### src/tap_pkg.sv
// ----------------------------------------------------------------------------
// tap_pkg
// Shared types and codes for the timed activity protector.
// ----------------------------------------------------------------------------
package tap_pkg;

   // Default width of time stamps and time registers.
   localparam int TimeWidthDefault = 32;

   // Width of the time field and configuration data on the ports.
   localparam int PortTimeWidth = 32;

   // Register index width on the configuration port.
   localparam int CsrIndexWidth = 2;

   // Padded beat widths.
   localparam int ReqDataWidth = 40;
   localparam int RspDataWidth = 8;

   typedef enum logic [1:0] {
      MODE_FIRST = 2'd0,
      MODE_RESET = 2'd1,
      MODE_WORK  = 2'd2,
      MODE_PAUSE = 2'd3
   } mode_type;

   typedef logic [2:0] op_type;

   localparam op_type OP_COMPARE     = 3'd0;
   localparam op_type OP_FORCE_RESET = 3'd1;
   localparam op_type OP_PAUSE       = 3'd2;
   localparam op_type OP_INIT        = 3'd3;
   localparam op_type OP_RELOAD      = 3'd4;

   typedef logic [CsrIndexWidth-1:0] csr_index_type;

   localparam csr_index_type CSR_FIRST_TIME_DEFAULT = 2'd0;
   localparam csr_index_type CSR_REQUEST_MAX_TIME   = 2'd1;
   localparam csr_index_type CSR_RESET_TIME         = 2'd2;

endpackage

### src/timed_activity_protector_core.sv
// ----------------------------------------------------------------------------
// timed_activity_protector_core
// Four-mode guard for a timed request: first start, reset lockout, in work
// and pause.
// ----------------------------------------------------------------------------
// Each request beat carries an op (tuser) and a time stamp, request status and
// pause level (tdata). The block answers every request beat with exactly one
// response beat holding the protector output after that step. A beat is
// handled at the edge that accepts it: the op is decoded and the mode and
// time registers are updated, and the output level is loaded into the
// response register at the same edge, so the response shows up in the next
// cycle. A new request beat is accepted every cycle as long as the response
// register is empty or is being drained in that cycle; the rate is one beat
// per clock, set by the single compare/add path from the request to the state
// registers. Configuration registers are written through the csr_ channel,
// which is always ready, and must only be written while the block is idle.
// Times are TIME_WIDTH bits wide (8 to 63); time stamps and register data
// arrive as 32-bit fields and are cut to TIME_WIDTH bits when it is narrower.
module timed_activity_protector_core #(
   parameter int TIME_WIDTH = tap_pkg::TimeWidthDefault
) (
   input  logic                               clock,
   input  logic                               reset,
   // request channel
   input  logic                               req_tvalid,
   output logic                               req_tready,
   // tdata: time_stamp[31:0], request_active[32], pause_output[33], zero pad
   input  logic [tap_pkg::ReqDataWidth-1:0]   req_tdata,
   // tuser: op[2:0]
   input  logic [2:0]                         req_tuser,
   // response channel
   output logic                               rsp_tvalid,
   input  logic                               rsp_tready,
   // tdata: protect_out[0], zero pad
   output logic [tap_pkg::RspDataWidth-1:0]   rsp_tdata,
   // configuration write channel
   input  logic                               csr_valid,
   output logic                               csr_ready,
   input  logic [tap_pkg::CsrIndexWidth-1:0]  csr_index,
   input  logic [tap_pkg::PortTimeWidth-1:0]  csr_data
);
   import tap_pkg::*;

   // Bits of a 32-bit port value that survive into a TIME_WIDTH register.
   localparam int LoadWidth = (TIME_WIDTH < PortTimeWidth) ? TIME_WIDTH : PortTimeWidth;
   localparam int SumWidth  = TIME_WIDTH + 1;

   typedef logic [TIME_WIDTH-1:0] time_type;
   typedef logic [SumWidth-1:0]   sum_type;

   localparam time_type TimeMax = {TIME_WIDTH{1'b1}};

   // ------------------------------------------------------------------------
   // Registers
   // ------------------------------------------------------------------------
   time_type first_time_default_ff;
   time_type request_max_time_ff;
   time_type reset_time_ff;

   mode_type mode_ff, mode_in;
   logic     out_level_ff, out_level_in;
   logic     held_pause_level_ff, held_pause_level_in;
   time_type window_end_ff, window_end_in;
   time_type lockout_stamp_ff, lockout_stamp_in;
   time_type last_active_stamp_ff, last_active_stamp_in;
   time_type saved_window_end_ff, saved_window_end_in;

   logic     rsp_valid_ff, rsp_valid_in;

   // ------------------------------------------------------------------------
   // Beat unpacking and handshake
   // ------------------------------------------------------------------------
   op_type   req_op;
   time_type req_time;
   logic     req_active;
   logic     req_pause_level;
   logic     req_fire;
   logic     csr_fire;

   assign req_op          = req_tuser;
   assign req_time        = TIME_WIDTH'(req_tdata[LoadWidth-1:0]);
   assign req_active      = req_tdata[PortTimeWidth];
   assign req_pause_level = req_tdata[PortTimeWidth+1];

   // Take a new beat whenever the response slot is free or drains now.
   assign req_tready = !rsp_valid_ff || rsp_tready;
   assign req_fire   = req_tvalid && req_tready;

   assign csr_ready = 1'b1;
   assign csr_fire  = csr_valid && csr_ready;

   // ------------------------------------------------------------------------
   // Time comparisons (sums one bit wider, never wrap)
   // ------------------------------------------------------------------------
   sum_type  lockout_end;
   sum_type  idle_end;
   sum_type  advanced_window;
   time_type advanced_window_sat;
   logic     lockout_over;
   logic     idle_too_long;
   logic     before_window;

   assign lockout_end     = SumWidth'(lockout_stamp_ff) + SumWidth'(reset_time_ff);
   assign idle_end        = SumWidth'(last_active_stamp_ff) + SumWidth'(request_max_time_ff);
   assign advanced_window = SumWidth'(saved_window_end_ff) + SumWidth'(lockout_stamp_ff);

   // Clamp the advanced window end at the largest time value.
   assign advanced_window_sat = advanced_window[TIME_WIDTH] ? TimeMax
                                                            : advanced_window[TIME_WIDTH-1:0];

   assign lockout_over  = SumWidth'(req_time) > lockout_end;
   assign idle_too_long = SumWidth'(req_time) > idle_end;
   assign before_window = window_end_ff > req_time;

   // ------------------------------------------------------------------------
   // Next mode
   // ------------------------------------------------------------------------
   always_comb begin
      mode_in = mode_ff;
      if (req_fire) begin
         case (req_op)
            OP_COMPARE: begin
               unique case (mode_ff)
                  MODE_FIRST: begin
                     if (req_active) begin
                        mode_in = MODE_WORK;
                     end else if (!before_window) begin
                        mode_in = MODE_RESET;
                     end
                  end
                  MODE_RESET: begin
                     if (lockout_over) begin
                        mode_in = MODE_FIRST;
                     end
                  end
                  MODE_WORK: begin
                     if (!req_active && idle_too_long) begin
                        mode_in = MODE_RESET;
                     end
                  end
                  MODE_PAUSE: begin
                     mode_in = MODE_FIRST;
                  end
                  default: begin
                     mode_in = MODE_FIRST;
                  end
               endcase
            end
            OP_FORCE_RESET: mode_in = MODE_RESET;
            OP_PAUSE:       mode_in = MODE_PAUSE;
            OP_INIT:        mode_in = MODE_FIRST;
            default:        mode_in = mode_ff;
         endcase
      end
   end

   // ------------------------------------------------------------------------
   // Output level and time registers
   // ------------------------------------------------------------------------
   always_comb begin
      out_level_in         = out_level_ff;
      held_pause_level_in  = held_pause_level_ff;
      window_end_in        = window_end_ff;
      lockout_stamp_in     = lockout_stamp_ff;
      last_active_stamp_in = last_active_stamp_ff;
      saved_window_end_in  = saved_window_end_ff;
      if (req_fire) begin
         case (req_op)
            OP_COMPARE: begin
               unique case (mode_ff)
                  MODE_FIRST: begin
                     if (req_active) begin
                        // Enter work, keep the output as it is.
                     end else if (before_window) begin
                        out_level_in = 1'b1;
                     end else begin
                        // Trip: remember the window so it can be advanced later.
                        saved_window_end_in = window_end_ff;
                        out_level_in        = 1'b0;
                        lockout_stamp_in    = req_time;
                     end
                  end
                  MODE_RESET: begin
                     if (lockout_over) begin
                        window_end_in = advanced_window_sat;
                        out_level_in  = 1'b0;
                     end
                  end
                  MODE_WORK: begin
                     if (req_active) begin
                        last_active_stamp_in = req_time;
                        out_level_in         = 1'b1;
                     end else if (idle_too_long) begin
                        out_level_in     = 1'b0;
                        lockout_stamp_in = req_time;
                     end
                  end
                  MODE_PAUSE: begin
                     out_level_in = held_pause_level_ff;
                  end
                  default: begin
                     out_level_in = held_pause_level_ff;
                  end
               endcase
            end
            OP_FORCE_RESET: begin
               out_level_in     = 1'b0;
               lockout_stamp_in = req_time;
            end
            OP_PAUSE: begin
               held_pause_level_in = req_pause_level;
            end
            OP_INIT: begin
               out_level_in         = 1'b0;
               held_pause_level_in  = 1'b0;
               window_end_in        = first_time_default_ff;
               lockout_stamp_in     = '0;
               last_active_stamp_in = '0;
               saved_window_end_in  = '0;
            end
            OP_RELOAD: begin
               window_end_in = first_time_default_ff;
            end
            default: begin
               // Unused op: hold the state, answer with the current level.
            end
         endcase
      end
   end

   // Hold a response until taken; load a new one with every accepted beat.
   always_comb begin
      rsp_valid_in = rsp_valid_ff;
      if (req_fire) begin
         rsp_valid_in = 1'b1;
      end else if (rsp_tready) begin
         rsp_valid_in = 1'b0;
      end
   end

   always_ff @(posedge clock) begin
      if (reset) begin
         mode_ff               <= MODE_FIRST;
         out_level_ff          <= 1'b0;
         held_pause_level_ff   <= 1'b0;
         window_end_ff         <= '0;
         lockout_stamp_ff      <= '0;
         last_active_stamp_ff  <= '0;
         saved_window_end_ff   <= '0;
         rsp_valid_ff          <= 1'b0;
      end else begin
         mode_ff               <= mode_in;
         out_level_ff          <= out_level_in;
         held_pause_level_ff   <= held_pause_level_in;
         window_end_ff         <= window_end_in;
         lockout_stamp_ff      <= lockout_stamp_in;
         last_active_stamp_ff  <= last_active_stamp_in;
         saved_window_end_ff   <= saved_window_end_in;
         rsp_valid_ff          <= rsp_valid_in;
      end
   end

   // Configuration registers; an index beyond the list is dropped.
   always_ff @(posedge clock) begin
      if (reset) begin
         first_time_default_ff <= '0;
         request_max_time_ff   <= '0;
         reset_time_ff         <= '0;
      end else if (csr_fire) begin
         unique case (csr_index)
            CSR_FIRST_TIME_DEFAULT: first_time_default_ff <= TIME_WIDTH'(csr_data[LoadWidth-1:0]);
            CSR_REQUEST_MAX_TIME:   request_max_time_ff   <= TIME_WIDTH'(csr_data[LoadWidth-1:0]);
            CSR_RESET_TIME:         reset_time_ff         <= TIME_WIDTH'(csr_data[LoadWidth-1:0]);
            default: begin
            end
         endcase
      end
   end

   // The level register only moves with an accepted beat, which also loads
   // the response, so it doubles as the response payload.
   assign rsp_tvalid = rsp_valid_ff;
   assign rsp_tdata  = {{(RspDataWidth-1){1'b0}}, out_level_ff};

`ifndef SYNTH
   a_fire_gives_response: assert property (@(posedge clock) disable iff (reset)
      req_fire |=> rsp_valid_ff)
      else $error("accepted beat produced no response");

   a_lockout_is_disabled: assert property (@(posedge clock) disable iff (reset)
      mode_ff == MODE_RESET |-> !out_level_ff)
      else $error("output enabled during reset lockout");

   a_force_reset_trips: assert property (@(posedge clock) disable iff (reset)
      req_fire && req_op == OP_FORCE_RESET |=> mode_ff == MODE_RESET && !out_level_ff)
      else $error("force reset did not enter lockout");

   a_init_clears: assert property (@(posedge clock) disable iff (reset)
      req_fire && req_op == OP_INIT |=> mode_ff == MODE_FIRST && !out_level_ff
         && window_end_ff == $past(first_time_default_ff))
      else $error("init did not restore first start");
`endif

endmodule

### config.mk
export PLATFORM = sky130hd
export DESIGN_NAME = timed_activity_protector_core
export DESIGN_NICKNAME = d
export VERILOG_FILES = /design/src/tap_pkg.sv /design/src/timed_activity_protector_core.sv
export SDC_FILE = /design/constraint.sdc
export NUM_CORES = 1
export LEC_CHECK = 0
export ABC_CLOCK_PERIOD_IN_PS = 14600
export BUFFER_PORTS_ARGS = -buffer_cell sky130_fd_sc_hd__buf_2
export CORE_MARGIN = 2
export CORE_UTILIZATION = 55
export CTS_BUF_LIST = sky130_fd_sc_hd__clkbuf_2 sky130_fd_sc_hd__clkbuf_4 sky130_fd_sc_hd__clkbuf_8
export CTS_CLUSTER_DIAMETER = 80
export DETAILED_ROUTE_END_ITERATION = 10
export MAX_ROUTING_LAYER = met4
export PLACE_DENSITY = 0.73
export SLEW_MARGIN = 20
export SYNTH_ARGS = -nofsm -noshare
export SYNTH_HDL_FRONTEND = slang
export SYNTH_SLANG_ARGS = --single-unit
### constraint.sdc
create_clock -name clock -period 14.6 [get_ports clock]
set_input_delay 1.46 -clock clock [delete_from_list [all_inputs] [get_ports clock]]
set_output_delay 1.46 -clock clock [all_outputs]
set_load 0.02 [all_outputs]
=== After elaboration in Yosys (flattened, before gate mapping) ===
Cells that the tools add are included.

* Divide/modulo/power cells: 0
* Multiply operators: 0
* Add/subtract/negate cells: 3
* Eq/ne operators: 25
* Multiplexer cells: 33
* Order comparisons: 3
* Reductions and logical operators: 27
* Bitwise gates (word level): 0
* Shift-type cells: 0

{| class="wikitable"
|+ Operators with widths
! cell !! number
|-
| $mux W32 || 12
|-
| $pmux W32 S2 || 4
|-
| $add A32 B32 Y33 || 3
|-
| $pmux W32 S3 || 1
|-
| $gt A32 B33 Y1 || 2
|-
| $gt A32 B32 Y1 || 1
|-
| $ne A3 B3 Y1 const B || 6
|-
| $pmux W2 S4 || 2
|-
| $reduce_and A5 Y1 || 3
|-
| $ne A2 B2 Y1 const B || 5
|-
| $reduce_bool A2 Y1 || 5
|-
| $mux W2 || 4
|-
| $ne A4 B4 Y1 const B || 2
|-
| $reduce_and A2 Y1 || 4
|-
| $reduce_and A4 Y1 || 2
|-
| $mux W1 || 7
|-
| $reduce_and A7 Y1 || 1
|-
| $eq A2 B2 Y1 const B || 3
|-
| $eq A3 B2 Y1 const B || 2
|-
| $eq A2 B1 Y1 const B || 2
|-
| $logic_not A2 Y1 || 2
|-
| $ne A2 B1 Y1 const B || 2
|-
| $pmux W1 S2 || 2
|-
| $pmux W1 S4 || 1
|-
| other kinds (10) || 13
|}

* Memory bits (read-only): 0
* RAM bits: 0
* Bits in latches: 0
* Register bits: 229
* Logic and storage cells: 102
* Memories: 0

=== Depth between registers and ports, before layout ===
* Depth in word-level cells: 6
* Gate-level depth with buffers: 23
* Depth with buffers taken out: 22

=== Worst setup path before layout ===
Ideal clock, no wire load.

* Path kind: reg-to-reg
* Start: register request_max_time_ff[0]
* End: register lockout_stamp_ff[0]
* Stages on the path, launching flop included: 22
* Path slack: 9.770 ns
* Period minus slack after synthesis: 4.830 ns
* Arrival time: 4.703 ns
* Cells stage by stage: dfxtp_1 > ha_1 > fa_1 > a211oi_1 > o21ai_1 > o221ai_1 > a2111oi_0 > a31oi_1 > and2_1 > o21ai_1 > a31oi_1 > xor2_1 > ha_1 > nand4_1 > or4_1 > nor3_1 > o41ai_1 > o21bai_2 > a211oi_4 > buf_4 > mux2i_1 > nor2_1

* Longest elaborated chain between the ends: 4

{| class="wikitable"
|+ RTL lines
! item !! line !! source
|-
| from (decl) || timed_activity_protector_core.sv:57 || <nowiki>time_type request_max_time_ff;</nowiki>
|-
| from (signal assigned) || timed_activity_protector_core.sv:272 || <nowiki>CSR_REQUEST_MAX_TIME: request_max_time_ff <= TIME_WIDTH'(csr_data[LoadWidth-1:0]);</nowiki>
|-
| $add A32 B32 Y33 || timed_activity_protector_core.sv:104 || <nowiki>assign idle_end = SumWidth'(last_active_stamp_ff) + SumWidth'(request_max_time_ff);</nowiki>
|-
| $gt A32 B33 Y1 || timed_activity_protector_core.sv:112 || <nowiki>assign idle_too_long = SumWidth'(req_time) > idle_end;</nowiki>
|-
| $ne A3 B3 Y1 (no source line) || n/a ||
|-
| $reduce_and A7 Y1 (no source line) || n/a ||
|-
| to (signal assigned) || timed_activity_protector_core.sv:256 || <nowiki>lockout_stamp_ff <= lockout_stamp_in;</nowiki>
|-
| to (decl) || timed_activity_protector_core.sv:64 || <nowiki>time_type lockout_stamp_ff, lockout_stamp_in;</nowiki>
|}

Every way passes these cells.
A chain may end at the register's enable or synchronous reset.

=== Worst setup path in the final report ===
* Start: register last_active_stamp_ff[0]
* End: register lockout_stamp_ff[16]

* Longest elaborated chain between the ends: 4

{| class="wikitable"
|+ RTL lines
! item !! line !! source
|-
| from (decl) || timed_activity_protector_core.sv:65 || <nowiki>time_type last_active_stamp_ff, last_active_stamp_in;</nowiki>
|-
| from (signal assigned) || timed_activity_protector_core.sv:257 || <nowiki>last_active_stamp_ff <= last_active_stamp_in;</nowiki>
|-
| $add A32 B32 Y33 || timed_activity_protector_core.sv:104 ||
|-
| $gt A32 B33 Y1 || timed_activity_protector_core.sv:112 ||
|-
| $ne A3 B3 Y1 (no source line) || n/a ||
|-
| $reduce_and A7 Y1 (no source line) || n/a ||
|}

Every way passes these cells.

==> impl_summary.log <==
INFO  metric crit_required = between 10 and 15 ns
INFO  metric post_route_cells_drive_above_1_share = 0.0863
INFO  metric fmax = approximately 150 MHz
INFO  metric syn-cell-area = 15700 um^2
INFO  metric die_h = 173 um
INFO  metric netlist_instances = approximately 2000
INFO  metric drt-wirelength-per-cell = about 19 um
INFO  metric timing_worst_setup_path_type = flip-flop to flip-flop
INFO  metric port-buffer-count = between 70 and 80
INFO  metric vias_per_cell = between 6 and 7
INFO  metric io_pins = 93
INFO  metric power_density_over_cell_area = between 80 and 90 nW/um^2
INFO  metric drt-total-wl = 46.2 mm
INFO  metric synth-edff-count = 0
INFO  metric post-synth-top-area-fraction = 0.291
INFO  metric design.core.area = around 28000 um^2
INFO  metric finalMaxSlewViolations = 0
INFO  metric gp_congestion = around 0.95
INFO  metric dpl.hpwl = ~36 mm
INFO  metric htree_levels = 2
INFO  metric cts_resized = 0
INFO  metric power.leakage = roughly 0.0072 uW
INFO  metric drv_cap = 0
INFO  metric utilization = 0.612
INFO  metric synthFlopType = sky130_fd_sc_hd__dfxtp_1
INFO  metric dr.pass1.iters = 5
INFO  metric crit_path_start_kind = flip-flop
INFO  metric post_cts_hold_buffer_count = 0
INFO  metric layout.filler_cells = about 2600
INFO  metric run_status = finished clean
INFO  metric maximum_number_of_pins_on_one_net_before_global_route_repair = around 130
INFO  metric initial_utilization = 0.562
INFO  metric yosys-top-cells-area = sky130_fd_sc_hd__dfxtp_1, sky130_fd_sc_hd__ha_1, sky130_fd_sc_hd__a21oi_1
INFO  metric multi_input_area = about 11000 um^2
INFO  metric ant_nets = 0
INFO  metric clk_latency = around 0.54 ns
INFO  metric final-seq-area = 4580 um^2
INFO  metric grt_remaining_overflow = 0
INFO  metric worst_ep_arrival_time = 7.00 ns
INFO  metric number_of_global_route_vias_before_repair = about 14000
INFO  metric antenna_cells = 0
INFO  metric syn-mean-instance-area = between 7 and 8 um^2
INFO  metric cts_setup_buffers = 0
INFO  metric cts_buffers = 39
INFO  metric unrepaired_setup_endpoints_after_global_routing = no
INFO  metric clock-skew-final = between 0.015 and 0.02 ns
INFO  metric clk_transition_reported_paths = approximately 0.06 ns
INFO  metric slew_headroom = 0.292
INFO  metric post-route-period-util = 0.454
INFO  metric mostFrequentLayoutCells = sky130_fd_sc_hd__nand2_1, sky130_fd_sc_hd__a21oi_1, sky130_fd_sc_hd__dfxtp_1
INFO  metric dieArea = 30000 um^2
INFO  metric crit_path_end_kind = flip-flop
INFO  metric yosys_warnings = 0
INFO  metric synth.ff_latch_count = ~230
INFO  metric vdd.ir_drop.worst = roughly 0.00005 V
INFO  metric cts.sinks = ~230
INFO  metric timing.final.crit_period = approximately 6.6 ns
INFO  metric cts_root_buf = sky130_fd_sc_hd__clkbuf_8
INFO  metric synth.yosys.seq_area_share = 0.291
INFO  metric grt_pass1_wl = 71.9 mm
INFO  metric cts_tree = built
INFO  metric post_synthesis_cell_type_with_the_largest_combined_area = sky130_fd_sc_hd__dfxtp_1
INFO  metric hold_path.class = flip-flop to flip-flop
INFO  metric global_route.usage.total = 0.306
INFO  metric syn2layout_area_growth = 8.93%
INFO  metric layout.cells.most_common = sky130_fd_sc_hd__nand2_1
INFO  metric worst-slew-pin-transition = approximately 1.1 ns
INFO  metric antenna_violations_before_repair = 0
INFO  metric rows = between 60 and 70
INFO  metric setup_total_negative_slack = 0 ns
INFO  metric report.final.setup_viol = 0
INFO  metric route.detailed.drc = 0
INFO  metric cts_max_path_buffers = 3
INFO  metric count_of_vias_placed_by_the_detailed_router = approximately 15000
INFO  metric nets = 2351
INFO  metric timing.final.hold_violations = 0
INFO  metric synth_cell_type_count = 81
INFO  metric synth_async_sr_flop_share = 0
INFO  metric initialDrtViolationCount = 1238
INFO  metric critical_path.max_fanout = 32
INFO  metric die_width = approximately 170 um
[where the power goes]
| part | switching [uW] | internal, uW | leakage, uW |
|---|---|---|---|
| sequential | 14.3 | 641 | 0.00186 |
| clock | 255 | 339 | 0.000418 |
| combinational | 140 | 76.5 | 0.00489 |
| total | 409 | 1060 | 0.00717 |
[critical path, cell delays in order (launching register included)]
cell	delay (ns)
sky130_fd_sc_hd__dfxtp_1	0.33
sky130_fd_sc_hd__ha_1	0.20
sky130_fd_sc_hd__fa_1	0.25
sky130_fd_sc_hd__a211oi_1	0.09
sky130_fd_sc_hd__o21ai_1	0.27
sky130_fd_sc_hd__o221ai_1	0.29
sky130_fd_sc_hd__a2111oi_0	0.79
sky130_fd_sc_hd__a31oi_1	0.27
sky130_fd_sc_hd__and2_1	0.27
sky130_fd_sc_hd__o21ai_1	0.27
sky130_fd_sc_hd__a31oi_1	0.14
sky130_fd_sc_hd__xor2_1	0.16
sky130_fd_sc_hd__ha_1	0.31
sky130_fd_sc_hd__nand4_1	0.12
sky130_fd_sc_hd__or4_1	0.65
sky130_fd_sc_hd__nor4_1	0.77
sky130_fd_sc_hd__a211oi_1	0.09
sky130_fd_sc_hd__o41ai_1	0.11
sky130_fd_sc_hd__o21bai_2	0.31
sky130_fd_sc_hd__a211oi_4	0.11
sky130_fd_sc_hd__buf_4	0.35
sky130_fd_sc_hd__mux2i_1	0.23
sky130_fd_sc_hd__nor2_1	0.06
[metal layers]
metal  track usage  vias to the layer above  wire length [um]
met2         0.440                      562             19000
li1              -                     7342                 -
met4        0.0893                        0              1270
met1         0.441                     6934             22000
met3        0.0475                       69              3950
met5             -                        -                 0
[cell type report]
| class | instances | area share |
|---|---|---|
| sequential | 229 | 0.267 |
| tap | 378 | 0.0276 |
| multi-input combinational | 1643 | 0.615 |
| clock inverter | 3 | 0.00248 |
| timing repair buffer | 92 | 0.0293 |
| inverter | 69 | 0.0151 |
| clock buffer | 61 | 0.0435 |
[through the flow]
step | total power, uW | cells | hold slack [ns] | worst slack, ns | area (um^2)
2_1_floorplan | 810 | 2041 | 0.432 | 9.77 | 15800
3_3_place_gp | 875 | 2411 | 0.443 | 8.31 | 16300
3_5_place_dp | 880 | 2411 | 0.451 | 8.19 | 16400
4_1_cts | 1470 | 2475 | 0.460 | 8.14 | 17100
5_1_grt | 1520 | 2475 | 0.469 | 7.89 | 17100
6_report | 1470 | 2475 | 0.457 | 7.97 | 17100
[worst paths after layout]
check                                       start                                    to  depth (start not counted)  slack, ns
max          last_active_stamp_ff[0]$_SDFFE_PP0P_     lockout_stamp_ff[16]$_SDFFE_PP0P_                         22       7.97
min          saved_window_end_ff[11]$_SDFFE_PP0P_  saved_window_end_ff[11]$_SDFFE_PP0P_                          2       0.46
max reg2reg  last_active_stamp_ff[0]$_SDFFE_PP0P_     lockout_stamp_ff[16]$_SDFFE_PP0P_                         22       7.97
min reg2reg  saved_window_end_ff[11]$_SDFFE_PP0P_  saved_window_end_ff[11]$_SDFFE_PP0P_                          2       0.46
[cells by family (layout without fill, tap and decap cells)]
kind of cell / after synthesis / in the layout / synth area share
DFF: 229 / 229 / 0.291
xor gates and xnor gates: 80 / 80 / 0.0445
adders and majority gates: 195 / 195 / 0.156
and+or+nand+nor: 736 / 736 / 0.206
buffers and inverters: 169 / 225 / 0.0438
other: 2 / 8 / 0.000477
muxes: 36 / 36 / 0.0232
AOI/OAI and AO/OA: 588 / 588 / 0.234
[Yosys cell counts (all sizes together) (7+ instances only)]
cell and instances:
nor3 21, buf 27, a2111oi 7, ha 192, o21ai 67, a21oi 302
nor2b 15, o21bai 13, inv 69, a211oi 16, mux2i 35, nand2b 21
o211ai 14, xnor2 38, or3 11, a31oi 16, o221ai 22, o21a 14
a211o 9, nand3 57, nand4 36, clkbuf 73, dfxtp 229, a21o 42
nand2 377, xor2 42, a22o 7, nor2 147, and3 12, nor4 7
[registers in the layout, summed over array words and instances (netlist names)]
| name | count |
|---|---|
| lockout_stamp_ff | 32 |
| rsp_tvalid | 1 |
| last_active_stamp_ff | 32 |
| mode_ff | 2 |
| reset_time_ff | 32 |
| out_level_ff | 1 |
| window_end_ff | 32 |
| saved_window_end_ff | 32 |
| held_pause_level_ff | 1 |
| request_max_time_ff | 32 |
| first_time_default_ff | 32 |
Note: power is estimated with default switching activity, not from simulation.
